File: src/ed1p_pkg.sv
// Shared types, constants and helpers of the 1-bit error-diffusion packer.
package ed1p_pkg;

    // Default size limits
    localparam int ED_MAX_WIDTH  = 1024;
    localparam int ED_MAX_HEIGHT = 1024;

    // Field and register widths
    localparam int PIXEL_W    = 8;
    localparam int BYTE_COL_W = 7;
    localparam int BMP_ROW_W  = 10;
    localparam int ERR_W      = 9;
    localparam int SUM_W      = 12;
    localparam int CFG_DATA_W = 11;
    localparam int CFG_IDX_W  = 2;
    localparam int OUT_TDATA_W = 32;

    // Register reset values
    localparam logic [7:0]            EXPOSURE_RST = 8'd128;
    localparam logic [CFG_DATA_W-1:0] WIDTH_RST    = 11'd128;
    localparam logic [CFG_DATA_W-1:0] HEIGHT_RST   = 11'd64;

    // Arithmetic constants
    localparam logic signed [SUM_W-1:0] BIAS_MID     = 12'sd128;
    localparam logic signed [SUM_W-1:0] LEVEL_WHITE  = 12'sd255;
    localparam logic signed [SUM_W-1:0] WEIGHT_RIGHT = 12'sd7;
    localparam logic signed [SUM_W-1:0] WEIGHT_BL    = 12'sd3;
    localparam logic signed [SUM_W-1:0] WEIGHT_BELOW = 12'sd5;
    localparam int                      WEIGHT_SHIFT = 4;
    localparam logic signed [SUM_W-1:0] SHIFT_ROUND  = 12'sd15;
    localparam logic [7:0]              BIT_MSB      = 8'h80;

    // Register indexes
    typedef enum logic [CFG_IDX_W-1:0] {
        CFG_EXPOSURE = 2'd0,
        CFG_WIDTH    = 2'd1,
        CFG_HEIGHT   = 2'd2
    } t_cfg_idx;

    // Configuration register set
    typedef struct packed {
        logic [7:0]            exposure;
        logic [CFG_DATA_W-1:0] width;
        logic [CFG_DATA_W-1:0] height;
    } t_cfg;

    // Position flags of one pixel
    typedef struct packed {
        logic       first_row;
        logic       last_col;
        logic       last_row;
        logic       x_zero;
        logic [2:0] x_low;
    } t_pos;

    // Line store write requests of one pixel
    typedef struct packed {
        logic                    a_en;
        logic signed [ERR_W-1:0] a_data;
        logic                    b_en;
        logic signed [ERR_W-1:0] b_data;
    } t_store_wr;

    // Divide by 16 with truncation toward zero
    function automatic logic signed [SUM_W-1:0] div16_tz(input logic signed [SUM_W-1:0] v);
        logic signed [SUM_W-1:0] adj;
        adj = (v < 0) ? (v + SHIFT_ROUND) : v;
        return adj >>> WEIGHT_SHIFT;
    endfunction

endpackage

File: src/ed1p_cfg.sv
// Configuration registers of the error-diffusion packer.
module ed1p_cfg
    import ed1p_pkg::*;
(
    input  logic                  i_clk,
    input  logic                  i_rst_n,
    input  logic                  i_wr,
    input  logic [CFG_IDX_W-1:0]  i_index,
    input  logic [CFG_DATA_W-1:0] i_data,
    output t_cfg                  o_cfg
);

    t_cfg r_cfg;

    // Decode register writes; unknown indexes are dropped
    always_ff @(posedge i_clk) begin
        if (!i_rst_n) begin
            r_cfg.exposure <= EXPOSURE_RST;
            r_cfg.width    <= WIDTH_RST;
            r_cfg.height   <= HEIGHT_RST;
        end else if (i_wr) begin
            case (i_index)
                CFG_EXPOSURE: r_cfg.exposure <= i_data[7:0];
                CFG_WIDTH:    r_cfg.width    <= i_data;
                CFG_HEIGHT:   r_cfg.height   <= i_data;
                default:      r_cfg          <= r_cfg;
            endcase
        end
    end

    assign o_cfg = r_cfg;

endmodule

File: config.mk
export PLATFORM = sky130hd
export DESIGN_NAME = ed1p_cfg
export DESIGN_NICKNAME = d
export VERILOG_FILES = /design/src/ed1p_pkg.sv /design/src/ed1p_cfg.sv
export SDC_FILE = /design/constraint.sdc
export NUM_CORES = 1
export LEC_CHECK = 0
export ABC_AREA = 1
export CORE_MARGIN = 5
export CORE_UTILIZATION = 50
export CTS_CLUSTER_SIZE = 25
export DETAILED_ROUTE_END_ITERATION = 6
export DONT_BUFFER_PORTS = 1
export PLACE_DENSITY = 0.72
export SLEW_MARGIN = 20
export SYNTH_ARGS = -nofsm -noshare
export SYNTH_HDL_FRONTEND = slang
export SYNTH_SLANG_ARGS = --single-unit
File: constraint.sdc
create_clock -name i_clk -period 1.88 [get_ports i_clk]
set_clock_uncertainty 0.15 [all_clocks]
set_input_delay 0.376 -clock i_clk [delete_from_list [all_inputs] [get_ports i_clk]]
set_output_delay 0.376 -clock i_clk [all_outputs]
set_load 0.01 [all_outputs]
==> Word-level counts from Yosys, hierarchy flattened <==
Index checks and enable logic that the tools add are counted.
{ "classes": {"eq_ne": 2, "n_reduce_logical": 4} }
{ "ops": {"columns": ["cell", "n"], "rows": [
  ["AND reduction 2 bit", 3],
  ["equality test 2 x 1 -> 1 bit (second input constant)", 1],
  ["equality test 2 bit (second input constant)", 1],
  ["zero test 2 bit", 1]
]} }
{ "word_totals": {"reg_bits": 30, "inputBits": 16, "output_inout_bits": 30, "elab_cells": 9} }

==> Longest topological paths before layout <==
{ "depth": {"depth_word": 2, "depth_mapped": 6} }

==> Worst setup path before layout <==
Ideal clock, no wire load.
{ "synth_path": {"kind": "input to register", "start": "in i_wr", "end": "reg r_cfg, in the netlist o_cfg[11]", "t_arrival_ps": 856, "required_ps": 1617, "path_slack_ps": 761, "path_stages": 5, "path_cell_list": "buf_6 -> nand3_2 -> buf_4 -> nor2_1 -> nor2_1"} }
{ "synth_via": {"elab_chain_cells": 1} }
{ "synth_rtl": {"columns": ["item", "line", "rtl"], "rows": [
  ["start: declaration", "ed1p_cfg.sv:7", "input logic i_wr,"],
  ["AND reduction 2 bit (no line)", null, null],
  ["end signal: assignment", "ed1p_cfg.sv:26", "default: r_cfg <= r_cfg;"],
  ["end: declaration", "ed1p_cfg.sv:13", "t_cfg r_cfg;"]
]} }
Every way passes these cells.
A chain may end at the register's enable or synchronous reset.

==> Final worst setup path <==
{ "layout_path": {"start": "reg r_cfg, in the netlist o_cfg[7]", "end": "out o_cfg[7] in the netlist's numbering"} }
{ "layout_lines": {"columns": ["item", "line", "rtl"], "rows": [
  ["end: declaration", "ed1p_cfg.sv:10", "output t_cfg o_cfg"]
]} }
No word-level cell between the ends.

==> summary.md <==
| Metric | Value |
|---|---|
| CP endpoint kind | `primary output` |
| Synthesized Nets | `206` |
| # nets final | `205` |
| Worst Hold Class | `in -> reg` |
| Slew @ Worst Pin | `424 ps` |
| Total negative slack | `0 ps` |
| Relative slew slack | `71.7%` |
| Die area | `3680 um^2` |
| Ant diodes | `0` |
| WP data arrival | `740 ps` |
| Total grt overflow | `0` |
| Min Clock Period, post-route | `1270 ps` |
| Slew Limit Fails | `0` |
| WS Path Type | `reg -> out` |
| Initial antenna violation count | `0` |
| Num CTS Buffers | `5` |
| Worst setup SP type | `register` |
| Non-filler cells, final | `218` |
| Final worst-path cycle share | `67.6%` |
| Synth Area in Adders | `0%` |
| Simple-gate share of the synthesized area | `36.3%` |
| Syn avg cell area | `6.76 um^2` |
| Final wirelength | `2790 um` |
| Row count | `18` |
| LEAKAGE | `0.699 nW` |
| Root buf cell | `clkbuf_4` |
| Pwr per Cell Area | `888 nW/um^2` |
| Setup violators final | `0` |
| Share of cells above drive strength 1 | `5.32%` |
| Register area share after synthesis | `46.7%` |
| P&R area growth vs syn | `2.73%` |
| Post-synthesis register bit count | `30` |
| Detailed Route Iter0 Violations | `42` |
| I/O pin total | `46` |
| Setup Buffers After CTS | `0` |
| Maximum clock frequency | `0.787 GHz` |
| Synth Cell Area | `1280 um^2` |
| DR vias/cell | `4.79` |
| Routed len/inst | `12.8 um` |
| Port buffer count | `0` |
| Synth unique cells | `15` |
| Unrepaired setup endpoints after global routing | `false` |
| First-pass DRT Iterations | `5` |
| Initial core utilization | `51.9%` |
| First-pass GRT wire length | `4310 um` |
| Via count | `1045` |
| Largest register FFs | `30` |
| Max VDD drop | `0.000486 V` |
| Clk Latency, worst-skew pair | `320 ps` |
| GP Congestion | `0.789` |
| Largest net degree at the start of global routing | `29` |
| Resize count post-CTS | `0` |
| GR Util All Layers | `16.2%` |
| Worst-path clk slew | `90 ps` |
| Post-synthesis compound-gate area fraction | `2.73%` |
| Placed Cells | `210` |
| DR DRC count | `0` |
| Synth Area in XOR/XNOR | `0%` |
| Max_cap viols | `0` |
| Outcome | `finished clean` |
| HPWL Detailed | `1950 um` |
| YS warnings | `0` |
| Cell taking the most area after synthesis | `dfxtp_1` |
| Post-synthesis mux area share | `0%` |
| Total power | `1.17 mW` |
| Clock Tree Buf Depth | `2` |
| Area of the core | `2480 um^2` |
| Worst Path Max Fanout | `2` |
| Vias in the first global route | `955` |
| Fill count | `262` |
| Die height | `60.7 um` |
| Die X | `60.7 um` |
| Largest family of logic cells by synthesized area | `simple AND/OR/NAND/NOR gates` |
| TritonCTS clock tree | `done` |
| Top cells by area, synth | `dfxtp_1 (47%), nand2_1 (15%), nor2_1 (14%), inv_1 (8.2%), nand3_1 (4.3%)` |
| Sink Count | `30` |
| WP data required | `1350 ps` |
| H-Tree Depth | `2` |
| Mapped Cells | `190` |
| Final hold vios | `0` |
| Yosys top cell area share | `46.7%` |
| ANT nets after route | `0` |
cell usage after synthesis:
master,n
a21oi_1,7
buf_1,1
buf_2,2
buf_4,3
buf_6,3
clkbuf_1,1
dfxtp_1,30
inv_1,28
inv_2,1
nand2_1,51
nand3_1,11
nand3_2,2
nand4_1,2
nor2_1,47
nor2_4,1
cell usage in the layout (no fill, tap or decap), drive strengths merged:
master and instances:
dfxtp 30, dlygate4sd3 2, nand4 2, clkbuf 6, a21oi 7, inv 29, nand3 13, nand2 51
nor2 48
per-layer routing:
metal / GRT usage [%] / vias to the layer above / wire length, um
li1: - / 553 / -
met5: 0 / - / 0
met4: 6.50 / 0 / 23
met2: 24.9 / 41 / 1240
met1: 18.0 / 447 / 1140
met3: 10.4 / 4 / 380
report_power, final:
group / internal [mW] / switching [mW] / total, mW / leakage, nW
Sequential: 0.669 / 0.0386 / 0.707 / 0.246
Clock: 0.168 / 0.206 / 0.374 / 0.0302
Combinational: 0.0369 / 0.0536 / 0.0905 / 0.423
worst paths after layout:
path                                        startpoint                     end  slack (ps)  cells after the start
worst min register to register  o_cfg[29]$_SDFFE_PN1P_  o_cfg[29]$_SDFFE_PN1P_         380                      2
worst max register to register   o_cfg[3]$_SDFFE_PN0P_   o_cfg[3]$_SDFFE_PN0P_        1010                      4
worst min-delay path                           i_rst_n   o_cfg[7]$_SDFFE_PN0P_           8                      2
worst max-delay path             o_cfg[7]$_SDFFE_PN0P_                o_cfg[7]         610                      0
kinds of logic after synthesis:
group / after synthesis
AO/OA/AOI/OAI: 7
buffers and inverters: 39
flip-flops: 30
AND/OR/NAND/NOR: 114
area by class of cell:
type	count	area, um^2	area share [%]
tap	30	37.5	2.84
clock buffer	6	51.3	3.89
sequential	30	601	45.5
timing repair buffer	2	20.0	1.52
multi-input combinational	121	502	38.0
inverter	29	109	8.25
per-stage QoR:
stage,util (%),hold WS (ps),worst slack (ps),area [um^2]
3_5_place_dp,50.4,318,546,1250
4_1_cts,52.9,0.0462,600,1310
2_1_floorplan,-,339,761,1280
5_1_grt,53.3,3.04,565,1320
3_3_place_gp,50.4,316,564,1250
6_report,53.3,8.40,609,1320
repair_timing:
item	in CTS	in global routing
setup endpoints to repair	0	0
hold endpoints to repair	3	1
hold buffers	1	1
Power figures use the tool's default switching activity.
