--- src/ed1p_pkg.sv ---
// Shared types, constants and helpers of the 1-bit error-diffusion packer.
package ed1p_pkg;

    // Default size limits
    localparam int ED_MAX_WIDTH  = 1024;
    localparam int ED_MAX_HEIGHT = 1024;

    // Field and register widths
    localparam int PIXEL_W    = 8;
    localparam int BYTE_COL_W = 7;
    localparam int BMP_ROW_W  = 10;
    localparam int ERR_W      = 9;
    localparam int SUM_W      = 12;
    localparam int CFG_DATA_W = 11;
    localparam int CFG_IDX_W  = 2;
    localparam int OUT_TDATA_W = 32;

    // Register reset values
    localparam logic [7:0]            EXPOSURE_RST = 8'd128;
    localparam logic [CFG_DATA_W-1:0] WIDTH_RST    = 11'd128;
    localparam logic [CFG_DATA_W-1:0] HEIGHT_RST   = 11'd64;

    // Arithmetic constants
    localparam logic signed [SUM_W-1:0] BIAS_MID     = 12'sd128;
    localparam logic signed [SUM_W-1:0] LEVEL_WHITE  = 12'sd255;
    localparam logic signed [SUM_W-1:0] WEIGHT_RIGHT = 12'sd7;
    localparam logic signed [SUM_W-1:0] WEIGHT_BL    = 12'sd3;
    localparam logic signed [SUM_W-1:0] WEIGHT_BELOW = 12'sd5;
    localparam int                      WEIGHT_SHIFT = 4;
    localparam logic signed [SUM_W-1:0] SHIFT_ROUND  = 12'sd15;
    localparam logic [7:0]              BIT_MSB      = 8'h80;

    // Register indexes
    typedef enum logic [CFG_IDX_W-1:0] {
        CFG_EXPOSURE = 2'd0,
        CFG_WIDTH    = 2'd1,
        CFG_HEIGHT   = 2'd2
    } t_cfg_idx;

    // Configuration register set
    typedef struct packed {
        logic [7:0]            exposure;
        logic [CFG_DATA_W-1:0] width;
        logic [CFG_DATA_W-1:0] height;
    } t_cfg;

    // Position flags of one pixel
    typedef struct packed {
        logic       first_row;
        logic       last_col;
        logic       last_row;
        logic       x_zero;
        logic [2:0] x_low;
    } t_pos;

    // Line store write requests of one pixel
    typedef struct packed {
        logic                    a_en;
        logic signed [ERR_W-1:0] a_data;
        logic                    b_en;
        logic signed [ERR_W-1:0] b_data;
    } t_store_wr;

    // Divide by 16 with truncation toward zero
    function automatic logic signed [SUM_W-1:0] div16_tz(input logic signed [SUM_W-1:0] v);
        logic signed [SUM_W-1:0] adj;
        adj = (v < 0) ? (v + SHIFT_ROUND) : v;
        return adj >>> WEIGHT_SHIFT;
    endfunction

endpackage

--- src/ed1p_diffuse.sv ---
// Threshold, error split and bit packing of one pixel, with the row carries.
module ed1p_diffuse
    import ed1p_pkg::*;
(
    input  logic                    i_clk,
    input  logic                    i_rst_n,
    input  logic                    i_fire,
    input  logic [PIXEL_W-1:0]      i_pixel,
    input  logic [7:0]              i_exposure,
    input  logic signed [ERR_W-1:0] i_below,
    input  t_pos                    i_pos,
    output t_store_wr               o_wr,
    output logic                    o_emit,
    output logic [7:0]              o_byte
);

    logic signed [ERR_W-1:0] r_right;
    logic signed [ERR_W-1:0] r_bl_part;
    logic signed [ERR_W-1:0] r_b_part;
    logic [7:0]              r_acc;

    logic signed [SUM_W-1:0] s_sum;
    logic [7:0]              s_clamp;
    logic                    s_white;
    logic signed [ERR_W-1:0] s_err;
    logic signed [ERR_W-1:0] s_e7;
    logic signed [ERR_W-1:0] s_e3;
    logic signed [ERR_W-1:0] s_e5;
    logic signed [ERR_W-1:0] s_e1;
    logic signed [ERR_W-1:0] n_bl_part;
    logic [7:0]              n_acc;

    // Bias, add carried errors, clamp and threshold
    always_comb begin
        s_sum = $signed({4'b0, i_pixel}) + (BIAS_MID - $signed({4'b0, i_exposure}))
              + SUM_W'(i_below) + SUM_W'(r_right);
        if (s_sum < 0) begin
            s_clamp = 8'd0;
        end else if (s_sum > LEVEL_WHITE) begin
            s_clamp = 8'd255;
        end else begin
            s_clamp = s_sum[7:0];
        end
        s_white = s_clamp[7];
        s_err = s_white ? ERR_W'($signed({4'b0, s_clamp}) - LEVEL_WHITE)
                        : $signed({1'b0, s_clamp});
    end

    // Split the error into its shares
    always_comb begin
        s_e7 = ERR_W'(div16_tz(SUM_W'(s_err) * WEIGHT_RIGHT));
        s_e3 = ERR_W'(div16_tz(SUM_W'(s_err) * WEIGHT_BL));
        s_e5 = ERR_W'(div16_tz(SUM_W'(s_err) * WEIGHT_BELOW));
        s_e1 = s_err - s_e7 - s_e3 - s_e5;
        n_bl_part = r_b_part + s_e5;
    end

    // Line store writes: finished left neighbor, and own column at row end
    always_comb begin
        o_wr.a_en   = !i_pos.x_zero;
        o_wr.a_data = r_bl_part + s_e3;
        o_wr.b_en   = i_pos.last_col;
        o_wr.b_data = n_bl_part;
    end

    // Pack the bit, MSB first
    always_comb begin
        n_acc  = r_acc | (s_white ? (BIT_MSB >> i_pos.x_low) : 8'd0);
        o_emit = (i_pos.x_low == 3'd7) || i_pos.last_col;
        o_byte = n_acc;
    end

    // Advance carries; clear them at row end
    always_ff @(posedge i_clk) begin
        if (!i_rst_n) begin
            r_right   <= '0;
            r_bl_part <= '0;
            r_b_part  <= '0;
            r_acc     <= '0;
        end else if (i_fire) begin
            if (i_pos.last_col) begin
                r_right   <= '0;
                r_bl_part <= '0;
                r_b_part  <= '0;
            end else begin
                r_right   <= s_e7;
                r_bl_part <= n_bl_part;
                r_b_part  <= s_e1;
            end
            r_acc <= o_emit ? 8'd0 : n_acc;
        end
    end

endmodule
--- config.mk ---
export PLATFORM = sky130hd
export DESIGN_NAME = ed1p_diffuse
export DESIGN_NICKNAME = d
export VERILOG_FILES = /design/src/ed1p_pkg.sv /design/src/ed1p_diffuse.sv
export SDC_FILE = /design/constraint.sdc
export NUM_CORES = 1
export LEC_CHECK = 0
export BUFFER_PORTS_ARGS = -buffer_cell sky130_fd_sc_hd__buf_2
export CORE_MARGIN = 2
export CORE_UTILIZATION = 55
export CTS_CLUSTER_SIZE = 30
export DETAILED_ROUTE_END_ITERATION = 7
export HOLD_SLACK_MARGIN = 0.08
export PLACE_DENSITY = 0.71
export SYNTH_ARGS = -nofsm -noshare
export SYNTH_HDL_FRONTEND = slang
export SYNTH_SLANG_ARGS = --single-unit
--- constraint.sdc ---
create_clock -name i_clk -period 33.5 [get_ports i_clk]
set_clock_uncertainty 0.05 [all_clocks]
set_input_delay 3.35 -clock i_clk [delete_from_list [all_inputs] [get_ports i_clk]]
set_output_delay 3.35 -clock i_clk [all_outputs]
set_load 0.05 [all_outputs]
* Word level (Yosys, flattened, before mapping) *
Index checks and enable logic that the tools add are counted.
W data, S select, Z words.

cells by class
  equal/unequal tests = 1
  add/sub/neg operators = 13
  multiplexer cells = 11
  shifts and indexed selects = 1
  multipliers = 3
  reduce and logical (&&, ||, !) cells = 2
  bitwise logic cells = 1
  $lt $le $gt $ge = 5

operators by type and width
  operator                 count
  $lt A12 B1 Y1 const B    4
  $add A12 B5 Y12 const B  3
  $mux W12                 3
  $mux W9                  4
  $mux W8                  4
  $sub A9 B8 Y9            3
  $mul A9 B4 Y12 const B   2
  $add A9 B8 Y9            2
  $add A11 B9 Y12          1
  $gt A12 B9 Y1 const B    1
  $mul A9 B3 Y12 const B   1
  $add A10 B9 Y11          1
  $add A9 B9 Y10           1
  $sub A8 B8 Y9 const A    1
  $sub A8 B8 Y9 const B    1
  $or A8 B8 Y8             1
  $shr A8 B3 Y8 const A    1
  $eq A3 B3 Y1 const B     1
  $logic_not A1 Y1         1
  $logic_or A1 B1 Y1       1

word-level totals
  register bits after elaboration = 35
  output and inout bits = 29
  logic and storage cells = 41
  bits of input ports = 35

* Logic depth before layout (Yosys ltp) *
  word-level depth = 16
  mapped depth = 54
  depth with buffers taken out = 52

* Worst setup path before layout *
OpenSTA, ideal clock, no wires.

  path type = input to output
  start = input port i_pixel[2]
  end = output port o_wr[8] in the netlist's numbering
  arrival time = 12.723 ns
  path slack = 17.377 ns
  stages = 43
  data required time = 30.100 ns
  buffers on the path = 1
  cells stage by stage = inv_1 -> fa_1 -> inv_1 -> fa_1 -> ha_1 -> a211o_1 -> a41o_4 -> a311o_1 -> a41oi_1 -> o2111ai_1 -> buf_2 -> nor2_1 -> nor2_1 -> ha_1 -> nand2_1 -> a2111oi_0 -> o211ai_1 -> nor2_1 -> (+7 left out) -> o21bai_1 -> a21oi_1 -> nor2b_1 -> o21ai_0 -> xnor2_2 -> or3_1 -> xnor2_2 -> inv_2 -> fa_1 -> nor2b_1 -> o21ai_0 -> a21boi_0 -> o21ai_0 -> nand2b_1 -> a21o_1 -> a21oi_1 -> xor2_1 -> xnor2_1

RTL lines
  item             line                text
  start, declared  ed1p_diffuse.sv:8   input logic [PIXEL_W-1:0] i_pixel,
  end, declared    ed1p_diffuse.sv:12  output t_store_wr o_wr,

==> impl_metrics.json <==
{
  "detail_route.wl_per_cell_um": 15.12,
  "outcome": "complete, no violations",
  "drc": 0,
  "clk_latency_ps": 280,
  "die_w_um": 108.4,
  "path_common_cell": "ha_1",
  "synth-edff-count": 0,
  "wirelength_um": 14060,
  "finalCriticalPeriod_ps": 17360,
  "io_pins": 64,
  "synth_top_area_frac": 0.1608,
  "hp-class": "register to register",
  "yosysWarnings": 0,
  "synth_most_common_cell": "inv_1",
  "r2r_slack_ps": 21140,
  "cp_data_required_time_ps": 30100,
  "slew_headroom": 0.3584,
  "synth_top_area_cell": "ha_1",
  "setup_viol": 0,
  "antenna_found_initial": 0,
  "rows": 38,
  "post-cts-setup-buffer-count": 0,
  "gr-total-overflow": 0,
  "fin_tns_setup_ps": 0,
  "first_iter_violations": 302,
  "nets": 945,
  "first_pass_iters": 5,
  "start_util": 0.5575,
  "synth_top_cells_by_count": "117 x inv_1, 77 x ha_1, 59 x xnor2_1",
  "rsz0062_at_grt": "false",
  "finalWeightedCongestion": 0.8875,
  "tightest_slew_ps": 961.4,
  "numCtsBuffers": 5,
  "critPathLaunchType": "input pin",
  "post-route-period-util": 0.5183,
  "die-area_um2": 11740,
  "hold_violations": 0,
  "clock_sinks": 34,
  "hold_buffers": 0,
  "coreArea_um2": 10750,
  "vias": 5134,
  "hold_ws_ps": 414.4,
  "cts.clk_slew.worst_paths_ps": 70,
  "ys_ff_latch": 34,
  "synthCells": 732,
  "path_class": "input pin to output pin",
  "cts_tree": "built",
  "antenna_cells": 0,
  "maxCapViolations": 0,
  "design_area_um2": 6528,
  "root_buffer": "clkbuf_8",
  "cpMaxStageDelayCell": "o2111ai_1",
  "finalMaxSlewViolations": 0,
  "dieHeight_um": 108.4,
  "drive_above_1_share": 0.1165,
  "htreeDepth": 2,
  "cp.arrival_ps": 13960,
  "grt_usage": 0.2413,
  "synth_flop_cell": "dfxtp_1",
  "async_reset_ff_frac": 0,
  "portBuffers": 61,
  "end_kind": "output pin",
  "crit_path_max_incr_delay_ps": 810,
  "yosys.cell_types.count": 70,
  "synth_area_per_cell_um2": 8.184,
  "viasPerCell": 5.520,
  "fmax_mhz": 57.60,
  "place_hpwl_um": 11920,
  "place_area_um2": 6436,
  "clk_path_buf_depth": 2,
  "postRouteAntennaNets": 0,
  "synthTopCellsByArea": "ha_1 16%, fa_1 15%, dfxtp_1 11%, xnor2_1 8.6%, inv_1 7.3%",
  "grt_pass1_wl_um": 22620,
  "grt_max_degree": 30,
  "syn_to_final_growth_pct": 8.960,
  "cts-resized-gates": 0,
  "cp_max_fo": 11,
  "yosysSeqAreaShare": 0.1136,
  "grt_pass1_vias": 4773,
  "syn_area_um2": 5991,
  "syn-num-nets": 888
}
## critical path: cells and delay by family
kind	cells	cell delay [ps]
fa+ha+maj	7	2610
buf+inv	3	630
xor+xnor	4	870
compound gates	19	4610
simple gates	13	1880
## cells in the final DEF, fill, tap and decap left out, types with 18 or more instances in the layout
cell type / instances
o21ai_0: 24
fa_1: 44
buf_2: 61
a21oi_1: 41
a21o_1: 23
dfxtp_1: 34
inv_1: 117
nor2b_1: 25
nor2_1: 42
nand2_1: 43
xor2_1: 23
xnor2_1: 59
nor3_1: 18
ha_1: 77
## sequential cells by signal, indices dropped and copies added, names as in the netlist
register	flops
r_acc	8
r_right	8
r_b_part	9
r_bl_part	9
## area by class of cell
class | instances | area [um2]
clock inverter | 1 | 5.005
timing repair buffer | 64 | 327.8
multi-input combinational | 565 | 4806
inverter | 119 | 446.7
clock buffer | 7 | 86.33
fill | 978 | 4218
tap | 140 | 175.2
sequential | 34 | 680.7
## routing by layer
layer	wire length [um]	global-route usage	up-vias
met5	0	0	-
met4	212	0.04670	0
met3	510	0.02110	13
met2	6453	0.4111	101
met1	6881	0.3362	2422
li1	-	-	2598
## per-stage QoR
step | std cells | utilization | setup slack [ps]
2_1_floorplan | 732 | - | 17380
3_3_place_gp | 922 | 0.5990 | 16520
3_5_place_dp | 922 | 0.5990 | 16280
4_1_cts | 930 | 0.6075 | 16250
5_1_grt | 930 | 0.6075 | 15330
6_report | 930 | 0.6075 | 16140
## worst paths after layout
path / cells after the start / start / to
worst min-delay path: 2 / r_right[5] / r_right[5]
worst max register to register: 51 / r_right[2] / r_b_part[8]
worst min register to register: 2 / r_right[5] / r_right[5]
worst max-delay path: 46 / i_exposure[3] / o_wr[8]
## kinds of logic (layout without fill, tap and decap cells)
kind of cell    count (synthesis)  in the layout  synth area share
fa+ha+maj                     122            122            0.3095
mux                             6              6           0.01232
simple gates                  188            188            0.1619
flops                          34             34            0.1136
xor+xnor                       84             84            0.1253
compound gates                165            165            0.1932
buf+inv                       133            191           0.08417
Power is not shown: default switching activity piles up to over one toggle a cycle in this logic, so the estimate is an artifact.
