<file path="src/ed1p_pkg.sv">
// Shared types, constants and helpers of the 1-bit error-diffusion packer.
package ed1p_pkg;

    // Default size limits
    localparam int ED_MAX_WIDTH  = 1024;
    localparam int ED_MAX_HEIGHT = 1024;

    // Field and register widths
    localparam int PIXEL_W    = 8;
    localparam int BYTE_COL_W = 7;
    localparam int BMP_ROW_W  = 10;
    localparam int ERR_W      = 9;
    localparam int SUM_W      = 12;
    localparam int CFG_DATA_W = 11;
    localparam int CFG_IDX_W  = 2;
    localparam int OUT_TDATA_W = 32;

    // Register reset values
    localparam logic [7:0]            EXPOSURE_RST = 8'd128;
    localparam logic [CFG_DATA_W-1:0] WIDTH_RST    = 11'd128;
    localparam logic [CFG_DATA_W-1:0] HEIGHT_RST   = 11'd64;

    // Arithmetic constants
    localparam logic signed [SUM_W-1:0] BIAS_MID     = 12'sd128;
    localparam logic signed [SUM_W-1:0] LEVEL_WHITE  = 12'sd255;
    localparam logic signed [SUM_W-1:0] WEIGHT_RIGHT = 12'sd7;
    localparam logic signed [SUM_W-1:0] WEIGHT_BL    = 12'sd3;
    localparam logic signed [SUM_W-1:0] WEIGHT_BELOW = 12'sd5;
    localparam int                      WEIGHT_SHIFT = 4;
    localparam logic signed [SUM_W-1:0] SHIFT_ROUND  = 12'sd15;
    localparam logic [7:0]              BIT_MSB      = 8'h80;

    // Register indexes
    typedef enum logic [CFG_IDX_W-1:0] {
        CFG_EXPOSURE = 2'd0,
        CFG_WIDTH    = 2'd1,
        CFG_HEIGHT   = 2'd2
    } t_cfg_idx;

    // Configuration register set
    typedef struct packed {
        logic [7:0]            exposure;
        logic [CFG_DATA_W-1:0] width;
        logic [CFG_DATA_W-1:0] height;
    } t_cfg;

    // Position flags of one pixel
    typedef struct packed {
        logic       first_row;
        logic       last_col;
        logic       last_row;
        logic       x_zero;
        logic [2:0] x_low;
    } t_pos;

    // Line store write requests of one pixel
    typedef struct packed {
        logic                    a_en;
        logic signed [ERR_W-1:0] a_data;
        logic                    b_en;
        logic signed [ERR_W-1:0] b_data;
    } t_store_wr;

    // Divide by 16 with truncation toward zero
    function automatic logic signed [SUM_W-1:0] div16_tz(input logic signed [SUM_W-1:0] v);
        logic signed [SUM_W-1:0] adj;
        adj = (v < 0) ? (v + SHIFT_ROUND) : v;
        return adj >>> WEIGHT_SHIFT;
    endfunction

endpackage

</file>
<file path="src/ed1p_pos.sv">
// Raster position counter: column, row and row/frame end flags of each pixel.
module ed1p_pos
    import ed1p_pkg::*;
#(
    parameter int MAX_WIDTH  = ED_MAX_WIDTH,
    parameter int MAX_HEIGHT = ED_MAX_HEIGHT
) (
    input  logic                  i_clk,
    input  logic                  i_rst_n,
    input  logic                  i_advance,
    input  logic [CFG_DATA_W-1:0] i_width,
    input  logic [CFG_DATA_W-1:0] i_height,
    output logic [$clog2(MAX_WIDTH)-1:0] o_x,
    output t_pos                  o_pos,
    output logic [BYTE_COL_W-1:0] o_byte_col,
    output logic [BMP_ROW_W-1:0]  o_bmp_row
);

    localparam int XW = $clog2(MAX_WIDTH);
    localparam int WW = $clog2(MAX_WIDTH + 1);
    localparam int YW = (MAX_HEIGHT > 1) ? $clog2(MAX_HEIGHT) : 1;
    localparam int HW = $clog2(MAX_HEIGHT + 1);

    logic [XW-1:0] r_x;
    logic [YW-1:0] r_y;
    logic [WW-1:0] s_effw;
    logic [HW-1:0] s_effh;
    logic          s_last_col;
    logic          s_last_row;

    // Clamp the frame size to 1..max
    always_comb begin
        if (i_width == '0) begin
            s_effw = WW'(1);
        end else if (32'(i_width) > 32'(MAX_WIDTH)) begin
            s_effw = WW'(MAX_WIDTH);
        end else begin
            s_effw = WW'(i_width);
        end
        if (i_height == '0) begin
            s_effh = HW'(1);
        end else if (32'(i_height) > 32'(MAX_HEIGHT)) begin
            s_effh = HW'(MAX_HEIGHT);
        end else begin
            s_effh = HW'(i_height);
        end
    end

    // Flags and output indexes of the current position
    always_comb begin
        s_last_col = (WW'(r_x) + WW'(1)) >= s_effw;
        s_last_row = (HW'(r_y) + HW'(1)) >= s_effh;
        o_pos.first_row = (r_y == '0);
        o_pos.last_col  = s_last_col;
        o_pos.last_row  = s_last_row;
        o_pos.x_zero    = (r_x == '0);
        o_pos.x_low     = r_x[2:0];
        o_byte_col      = BYTE_COL_W'(r_x >> 3);
        o_bmp_row       = (HW'(r_y) < s_effh) ? BMP_ROW_W'(s_effh - HW'(1) - HW'(r_y))
                                              : '0;
    end

    // Advance one pixel; wrap at row and frame end
    always_ff @(posedge i_clk) begin
        if (!i_rst_n) begin
            r_x <= '0;
            r_y <= '0;
        end else if (i_advance) begin
            if (s_last_col) begin
                r_x <= '0;
                r_y <= s_last_row ? '0 : (r_y + YW'(1));
            end else begin
                r_x <= r_x + XW'(1);
            end
        end
    end

    assign o_x = r_x;

endmodule

</file>
<file path="config.mk">
export PLATFORM = sky130hd
export DESIGN_NAME = ed1p_pos
export DESIGN_NICKNAME = d
export VERILOG_FILES = /design/src/ed1p_pkg.sv /design/src/ed1p_pos.sv
export SDC_FILE = /design/constraint.sdc
export NUM_CORES = 1
export LEC_CHECK = 0
export ABC_AREA = 1
export BUFFER_PORTS_ARGS = -buffer_cell sky130_fd_sc_hd__buf_2
export CAP_MARGIN = 10
export CELL_PAD_IN_SITES_DETAIL_PLACEMENT = 0
export CELL_PAD_IN_SITES_GLOBAL_PLACEMENT = 1
export CORE_AREA = 2 2 80 97
export DETAILED_ROUTE_END_ITERATION = 6
export DIE_AREA = 0 0 82 99
export GPL_TIMING_DRIVEN = 0
export MAX_ROUTING_LAYER = met4
export PLACE_DENSITY = 0.94
export SYNTH_ARGS = -nofsm -noshare
export SYNTH_HDL_FRONTEND = slang
export SYNTH_SLANG_ARGS = --single-unit
</file>
<file path="constraint.sdc">
create_clock -name i_clk -period 9.38 [get_ports i_clk]
set_input_delay 1.876 -clock i_clk [delete_from_list [all_inputs] [get_ports i_clk]]
set_output_delay 1.876 -clock i_clk [all_outputs]
set_load 0.03 [all_outputs]
</file>
# Word-level counts from Yosys, hierarchy flattened

Index checks and enable logic that the tools add are counted.

Register bits: 20
Latch bits: 0
Memory bits (writable): 0
Bits in read-only memories: 0
Output and inout bits: 34
Logic and storage cells: 25
Memories: 0

Add/sub/neg operators: 6
Multipliers: 0
Divide/modulo/power cells: 0
$lt $le $gt $ge: 5
Eq/ne operators: 0
Shift-type cells: 0
Multiplexer cells: 7
Bitwise logic cells: 0
Reduce and logical (&&, ||, !) cells: 5

Operator list:

| cell                    | number |
|---|---|
| $mux W11                | 4 |
| $mux W10                | 3 |
| $add A10 B1 Y11 const B | 2 |
| $ge A11 B11 Y1          | 2 |
| $gt A11 B11 Y1 const B  | 2 |
| $logic_not A11 Y1       | 2 |
| $add A10 B1 Y10 const B | 2 |
| $logic_not A10 Y1       | 2 |
| $lt A10 B11 Y1          | 1 |
| $sub A10 B1 Y10 const B | 1 |
| $sub A10 B10 Y10        | 1 |
| $reduce_and A2 Y1       | 1 |

# Logic depth before layout (Yosys ltp)

Gate-level depths: netlist of run 1.

Depth after elaboration: 6
Depth in mapped cells: 19
Mapped depth without buffers: 18

# Worst setup path after synthesis of run 1

No wires, ideal clock.

Kind: in2out
From: in i_height[2]
To: out o_bmp_row[6]
Arrival: 4,207 ps
Setup slack: 3,297 ps
Stages: 15
Path buffers: 0
Cell sequence: nor4_1 -> nand2_1 -> nor2_1 -> nor2_1 -> inv_1 -> o21ai_0 -> inv_1 -> ha_1 -> fa_1 -> nand3_1 -> nand2_1 -> nand3_1 -> nand2_1 -> nor2_1 -> nor3b_1

Longest elaborated chain between the ends: 6
Elaborated cells between the ends (all ways): 8
Classes of those cells: add/sub: 2; order compare: 2; mux: 3; reduce/logical: 1

Ends and longest elaborated chain:

| item               | RTL line       | source |
|---|---|---|
| start: declaration | ed1p_pos.sv:12 | `input logic [CFG_DATA_W-1:0] i_height,` |
| $gt A11 B11 Y1     | ed1p_pos.sv:42 | `end else if (32'(i_height) > 32'(MAX_HEIGHT)) begin` |
| $mux W11           | ed1p_pos.sv:42 |  |
| $mux W11 *         | ed1p_pos.sv:40 | `if (i_height == '0) begin` |
| $sub A10 B1 Y10    | ed1p_pos.sv:59 | `o_bmp_row = (HW'(r_y) < s_effh) ? BMP_ROW_W'(s_effh - HW'(1) - HW'(r_y))` |
| $sub A10 B10 Y10   | ed1p_pos.sv:59 |  |
| $mux W10 *         | ed1p_pos.sv:59 |  |
| end: declaration   | ed1p_pos.sv:16 | `output logic [BMP_ROW_W-1:0] o_bmp_row` |

Mark *: on every way between the ends. The rest lies on a longest branch, timed or not.

# Final worst setup path of run 1

From: in i_height[2]
To: out o_bmp_row[8]

Same word-level chain as after synthesis.

==> metrics.md, run 1 <==
| Metric | Value |
|---|---|
| Status | complete, no violations |
| Clock share of power | 28.0% |
| Most frequent cells in the layout | nand2_1 (123), nor2_1 (72), inv_1 (69) |
| RSZ-0062 raised after global routing | false |
| PwrDens | 93.8 mW/mm² |
| CP arrival | 4400 ps |
| CP Launch Type | primary input |
| Sequential area share after synthesis | between 10 and 15% |
| Max-Cap Viols | 0 |
| Xor/xnor share of the synthesized area | 4.24% |
| Global routing's busiest layer | met2 |
| Fill count | 769 |
| Slowest CP cell | nor4_1 |
| Distinct cells, synth | 34 |
| Congestion Overflow GR | 0 |
| Setup violators final | 0 |
| Average size of a mapped cell | 6.10 µm² |
| Largest delay share family, worst path | simple AND/OR/NAND/NOR gates |
| Clock H-tree levels | 1 |
| Number of DRC markers in iteration 0 | 94 |
| Worst r2r src | o_x[0] |
| Worst r2r dst | r_y[6] |
| Final RePlAce weighted congestion | 0.851 |
| Largest family of logic cells by synthesized area | simple AND/OR/NAND/NOR gates |
| Hold_buf cts | 0 |
| CTS buffer count | 3 |
| CP max FO | 8 |
| CTS tree | done |
| Site Rows | 34 |
| Worst vdd ir | 0.0515 mV |
| Cts repair resizes | 0 |
| Post-Syn Area | 0.00286 mm² |
| Cells after synthesis | 469 |
| Total global-route track usage | 18.6% |
| Crit path top cell by count | nor2_1 |
| N_diodes | 0 |
| Root Driver | clkbuf_8 |
| Highest clock rate | 159 MHz |
| Hold depth | 2 |
| Adder-cell area share of the yosys netlist | ~20% |
| CP bufs+invs | 4 |
| Cells along the critical path | buf_2 > nor4_1 > nand2_1 > nor2_1 > nor2_1 > inv_1 > o21ai_0 > inv_1 > ha_1 > fa_1 > nand3_1 > nand2_1 > nand3_1 > o21ai_0 > nor2_1 > nor2_1 > buf_2 |
| Psw | 123 µW |
| Hold Fails Final Rpt | 0 |
| Die Wd | 82 µm |
| Mux share of post-synthesis cell area | 0% |
| First-pass DRT Iterations | 4 |
| Routed via count | about 3000 |
| Layout overhead on the synthesized area | 16.6% |
| Layout Nets | 602 |
| Initial core utilization | 40.0% |
| Post-Route WL | 7.03 mm |
| Slew Limit Fails | 0 |
| Port buffer count | 58 |
| DIE HEIGHT | 99 µm |
| Sequential share of power | 29.1% |
| Final worst path period need | approximately 6300 ps |
| GR Layer Usage met3 | 1.28% |
| Critical path class | primary input to output pin |
| Vias in the first global route | about 2800 |
| Post-Synth Simple-Gate Area | 39.5% |
| Hold_sp | o_x[8] |
| Logic pwr share | 42.9% |
| Core Region | 0.00715 mm² |
| Relative slew slack | between 70% and 80% |
| M2 GR Usage | 34.6% |
| DPL Wire Length | 5.94 mm |
| Static leakage | 1.99 nW |
| Reg2reg setup slack | 6720 ps |
| Worst Path Required | 7500 ps |
| Worst slew pin tran | 381 ps |
| Clock latency on the worst-skew pair | 270 ps |
| Detailed-route DRC error count | 0 |
| Setup WS post-layout | 3100 ps |
| Synth Register Bits | 20 |
| Sum of negative setup slack | 0 ps |
| CTS Sinks | 20 |
| WL per Instance | 11.3 µm |
| Initial antenna violation count | 0 |
| Pre-CTS setup slack | between 3000 and 4000 ps |
| Reg2Reg Depth | 17 |
| I/O pin cnt | between 50 and 60 |
| GRT met1 Usage | 20.5% |
| Setup bufs post-CTS | 0 |
| Synth Net Count | 539 |
| Cell Int Power | 190 µW |
| Tightest Hold Check Type | flop to flop |
| Tcrit/Tclk final | between 60 and 70% |
| Commonest non-fill, non-tap cell in the layout | nand2_1 |
| Vias/cell | 4.85 |
| First-pass GRT wire length | between 10 and 15 mm |
| Crit end category | output pin |
| Largest stage delay, worst path | roughly 260 ps |
| Switching power share of the total | 39.3% |
| CTS clk-pin slew, worst paths | 80 ps |
| Ys Warns | 0 |
| Hold Path Sink | o_x[8] |
| Largest net degree at the start of global routing | 13 |
| Max clock buf depth | 2 |
| Max Clock Skew | 10.9 ps |
| Antenna Nets Post-Route | 0 |
| Share of layout cells above drive strength 1 | 19.2% |
| Compound-Gate Fraction of Synth Area | 8.09% |
| Die area | between 0.008 and 0.009 mm² |
-- synth_stat cells --
cell        n  area share, %
a21boi_0    1           0.26
a21o_1      3           0.79
a21oi_1    23            4.0
a21oi_2     1           0.31
a22oi_1     1           0.26
a31oi_1     2           0.44
buf_2       4           0.70
buf_4      13            3.4
buf_6       1           0.39
clkinv_1    2           0.26
dfxtp_1    20             14
fa_1        1           0.70
ha_1       44             19
inv_1      69            9.1
inv_2       3           0.39
nand2_1   123             16
nand2_2     7            1.5
nand3_1    21            3.7
nand3_2     3            1.0
nand4_1    14            3.1
nor2_1     72            9.4
nor2_2      1           0.22
nor2_4      4            1.6
nor3_1      5           0.87
nor3_2      1           0.35
nor3b_1     1           0.26
nor4_1      3           0.66
nor4_2      1           0.44
o21a_1      1           0.26
o21ai_0    10            1.7
or2_1       1           0.22
xnor2_1     5            1.5
xnor2_2     1           0.57
xor2_1      7            2.1
-- flip-flops by register name (all words and copies together), names as in the netlist --
| register | count |
|---|---|
| o_x | 10 |
| r_y | 10 |
-- power groups by stage --
| stage | Combinational [mW] | Sequential (mW) | Clock, mW |
|---|---|---|---|
| floorplan | 0.0974 | 0.0934 | 0 |
| global placement | 0.132 | 0.0929 | 0 |
| detailed placement | 0.134 | 0.0930 | 0 |
| CTS | 0.135 | 0.0910 | 0.0898 |
| global route | 0.151 | 0.0915 | 0.0930 |
| finish | 0.134 | 0.0911 | 0.0875 |
-- cells by family after synthesis --
| logic type | Yosys count |
|---|---|
| compound gates | 42 |
| xor+xnor | 13 |
| buf+inv | 92 |
| flops | 20 |
| simple gates | 257 |
| fa+ha+maj | 45 |
-- worst max-delay path by stage --
stage	start	to	slack (ps)	cells past startpoint
after floorplan	i_height[2]	o_bmp_row[6]	3300	15
after global placement	i_height[2]	o_bmp_row[8]	3120	17
after detailed placement	i_height[2]	o_bmp_row[8]	3090	17
after CTS	i_height[2]	o_bmp_row[8]	3080	17
after global routing	i_height[2]	o_bmp_row[8]	2760	17
final	i_height[2]	o_bmp_row[8]	3100	17
-- metal layers --
metal	routed length [µm]	up-vias
li1	-	1599
met1	2970	1313
met3	287	14
met4	176	0
met5	0	-
met2	3600	86
-- stage by stage --
stage / total power [mW] / hold WS, ps / utilization [%] / instances / area (µm²)
2_1_floorplan: 0.191 / 560 / - / 469 / 2860
3_3_place_gp: 0.225 / 525 / 45.7 / 617 / 3260
3_5_place_dp: 0.227 / 539 / 45.7 / 617 / 3260
4_1_cts: 0.315 / 554 / 46.7 / 621 / 3330
5_1_grt: 0.335 / 592 / 46.7 / 621 / 3330
6_report: 0.313 / 551 / 46.7 / 621 / 3330
-- final cells by class --
type,instances,area [µm²],share of cell area [%]
sequential,20,400,12.0
multi-input combinational,357,2050,61.6
clock inverter,1,30.0,0.901
inverter,74,278,8.33
timing repair buffer,58,290,8.71
buffer,18,129,3.86
clock buffer,3,41.3,1.24
tap,90,113,3.38
-- worst register-to-register path: stages, from the launching register on --
cell and delay (ps):
dfxtp_1 540, ha_1 280, nand2_1 110, nor2_4 150, nand4_1 130, nand2_1 100, inv_2 50, ha_1 310
inv_1 40, nor2_1 130, nand3_2 90, nand2_2 100, inv_2 40, nand3_2 80, nand2_2 60, buf_4 170
nor2_1 120, nor2_1 50
Note: power is estimated with default switching activity, not from simulation.
==> run 2, diff against run 1 <==
Settings changed: CORE_AREA 2 2 80 97 to 2 2 86 105, DIE_AREA 0 0 82 99 to 0 0 88 107, PLACE_DENSITY 0.94 to 0.86.
Clock period 9.38 ns to 5.35 ns, I/O delays scaled along.
==> metrics.md, run 2 (synthesis gave the netlist of run 1 again) <==
| Metric | Value |
|---|---|
| Hold Path Sink | o_x[9] |
| DIE HEIGHT | 107 µm (+8.1%) |
| Root Driver | clkbuf_8 |
| GR Layer Usage met3 | 0.924% (-0.36 points) |
| Tightest Hold Check Type | flop to flop |
| Die Wd | 88 µm (+7.3%) |
| Commonest non-fill, non-tap cell in the layout | nand2_1 |
| Cts repair resizes | 0 (unchanged) |
| Final worst path period need | 4650 ps |
| Hold_buf cts | 0 (unchanged) |
| Vias/cell | 4.59 (-5.3%) |
| Setup violators final | 0 (unchanged) |
| N_diodes | 0 (unchanged) |
| Number of DRC markers in iteration 0 | 134 (+43%) |
| Hold Fails Final Rpt | 0 (unchanged) |
| Max clock buf depth | 2 (unchanged) |
| Worst slew pin tran | 336 ps (-45.0 ps) |
| Reg2Reg Depth | 17 (unchanged) |
| GRT met1 Usage | 18.2% (-2.2 points) |
| Status | complete, no violations |
| Share of layout cells above drive strength 1 | 19.2% (unchanged) |
| Worst r2r src | o_x[0] |
| Slew Limit Fails | 0 (unchanged) |
| Port buffer count | 58 (unchanged) |
| Largest stage delay, worst path | 260 ps (about the same) |
| DPL Wire Length | 6.03 mm (+1.5%) |
| Initial antenna violation count | 0 (unchanged) |
| Cells along the critical path | buf_2 > nor4_1 > nand2_1 > nor2_1 > nor2_1 > inv_1 > o21ai_0 > inv_1 > ha_1 > fa_1 > nand3_1 > nand2_1 > nand3_1 > o21ai_0 > nor2_1 > nor2_1 > buf_2 |
| Relative slew slack | 77.6% (+3.1 points) |
| Final RePlAce weighted congestion | 0.928 (+9.0%) |
| Multi-input logic area | 0.00205 mm² (unchanged) |
| CP max FO | 8 (unchanged) |
| M2 GR Usage | 28.9% (-5.7 points) |
| Post-layout util | 40.2% (-6.5 points) |
| Highest clock rate | 215 MHz |
| CTS tree | done |
| Reg2reg setup slack | 2680 ps (-4040 ps) |
| Worst r2r dst | r_y[7] |
| Site Rows | 37 (+8.8%) |
| Sum of negative setup slack | 0 ps (unchanged) |
| Clock H-tree levels | 1 (unchanged) |
| CP arrival | 3580 ps (-820 ps) |
| Setup bufs post-CTS | 0 (unchanged) |
| Initial core utilization | 34.1% (-5.9 points) |
| RSZ-0062 raised after global routing | false |
| Largest net degree at the start of global routing | 13 (unchanged) |
| Worst vdd ir | 0.0806 mV (+56%) |
| Total power | 549 µW (+75%) |
| CTS Sinks | 20 (unchanged) |
| CP bufs+invs | 4 (unchanged) |
| PwrDens | 163 mW/mm² (+74%) |
| Routed via count | 2975 (-1.2%) |
| Clock latency on the worst-skew pair | 270 ps (about the same) |
| CP Launch Type | primary input |
| Max-Cap Viols | 0 (unchanged) |
| Hold depth | 2 (unchanged) |
| Crit end category | output pin |
| Largest delay share family, worst path | simple AND/OR/NAND/NOR gates |
| Antenna Nets Post-Route | 0 (unchanged) |
| I/O pin cnt | 59 (unchanged) |
| First-pass DRT Iterations | 4 (unchanged) |
| Slowest CP cell | ha_1 |
| Vias in the first global route | 2747 (-2.1%) |
| Hold_sp | o_x[9] |
| Die area | 0.00942 mm² (+16%) |
| Detailed-route DRC error count | 0 (unchanged) |
| Fill count | 898 (+17%) |
| Layout overhead on the synthesized area | 17.8% |
| First-pass GRT wire length | 12.0 mm (+0.81%) |
| Max Clock Skew | 7.81 ps (-3.09 ps) |
| Crit path top cell by count | nor2_1 |
| Critical path class | primary input to output pin |
| Reg area | 400 µm² (unchanged) |
| Static leakage | 1.99 nW (unchanged) |
| Total global-route track usage | 16.1% (-2.5 points) |
| Global routing's busiest layer | met2 |
| Post-Route WL | 7.21 mm (+2.6%) |
| Most frequent cells in the layout | nand2_1 (123), nor2_1 (72), inv_1 (69) |
| Layout Nets | 602 (unchanged) |
| Congestion Overflow GR | 0 (unchanged) |
| CTS clk-pin slew, worst paths | 80 ps (about the same) |
| CTS buffer count | 3 (unchanged) |
| Worst Path Required | 4280 ps (-3220 ps) |
| WL per Instance | 11.1 µm (-1.7%) |
| Tcrit/Tclk final | 86.8% |
| Core Region | 0.00838 mm² (+17%) |
-- run 2: final cells by class --
cell class,instances,area share [%]
repair buffers,58,8.62
well taps,117,4.35
flip-flops and latches,20,11.9
multi-input cells,357,61.0
inverters,74,8.25
clock buffers,3,1.23
clock inverters,1,0.892
plain buffers,18,3.83
-- run 2: layer usage --
layer,vias to the layer above,wire length [µm]
li1,1597,-
met1,1299,3200
met2,64,3600
met3,15,185
met4,0,226
met5,-,0
-- run 2: metrics by stage --
stage	setup slack, ps	std cells	area, µm²	hold slack, ps
2_1_floorplan	879	469	2860	560
3_3_place_gp	720	644	3300	533
3_5_place_dp	660	644	3300	547
4_1_cts	650	648	3370	559
5_1_grt	360	648	3370	594
6_report	704	648	3370	566
-- run 2: worst reg2reg max path: stages, from the launching register on --
cell and delay [ps]:
dfxtp_1 520, ha_1 270, nand2_1 110, nor2_4 140, nand4_1 160, nand2_1 120
inv_2 60, ha_1 310, inv_1 40, nor2_1 120, nand3_2 90, nand2_2 110
inv_2 40, nand3_2 80, nand2_2 70, buf_4 170, nor2_1 110, nor2_1 50
-- run 2: how the worst max path moves through the flow --
stage | from | endpoint | slack [ps] | cells after the start
3_3_place_gp | i_height[2] | o_bmp_row[8] | 720 | 17
6_report | i_height[2] | o_bmp_row[8] | 700 | 17
2_1_floorplan | i_height[2] | o_bmp_row[6] | 880 | 15
4_1_cts | i_height[2] | o_bmp_row[8] | 650 | 17
3_5_place_dp | i_height[2] | o_bmp_row[8] | 660 | 18
5_1_grt | i_height[2] | o_bmp_row[8] | 360 | 17
-- run 2: power by group --
group / internal [mW] / switching, mW
clock network: 0.100 / 0.0535
registers: 0.153 / 0.00667
logic: 0.0804 / 0.156
total: 0.333 / 0.216
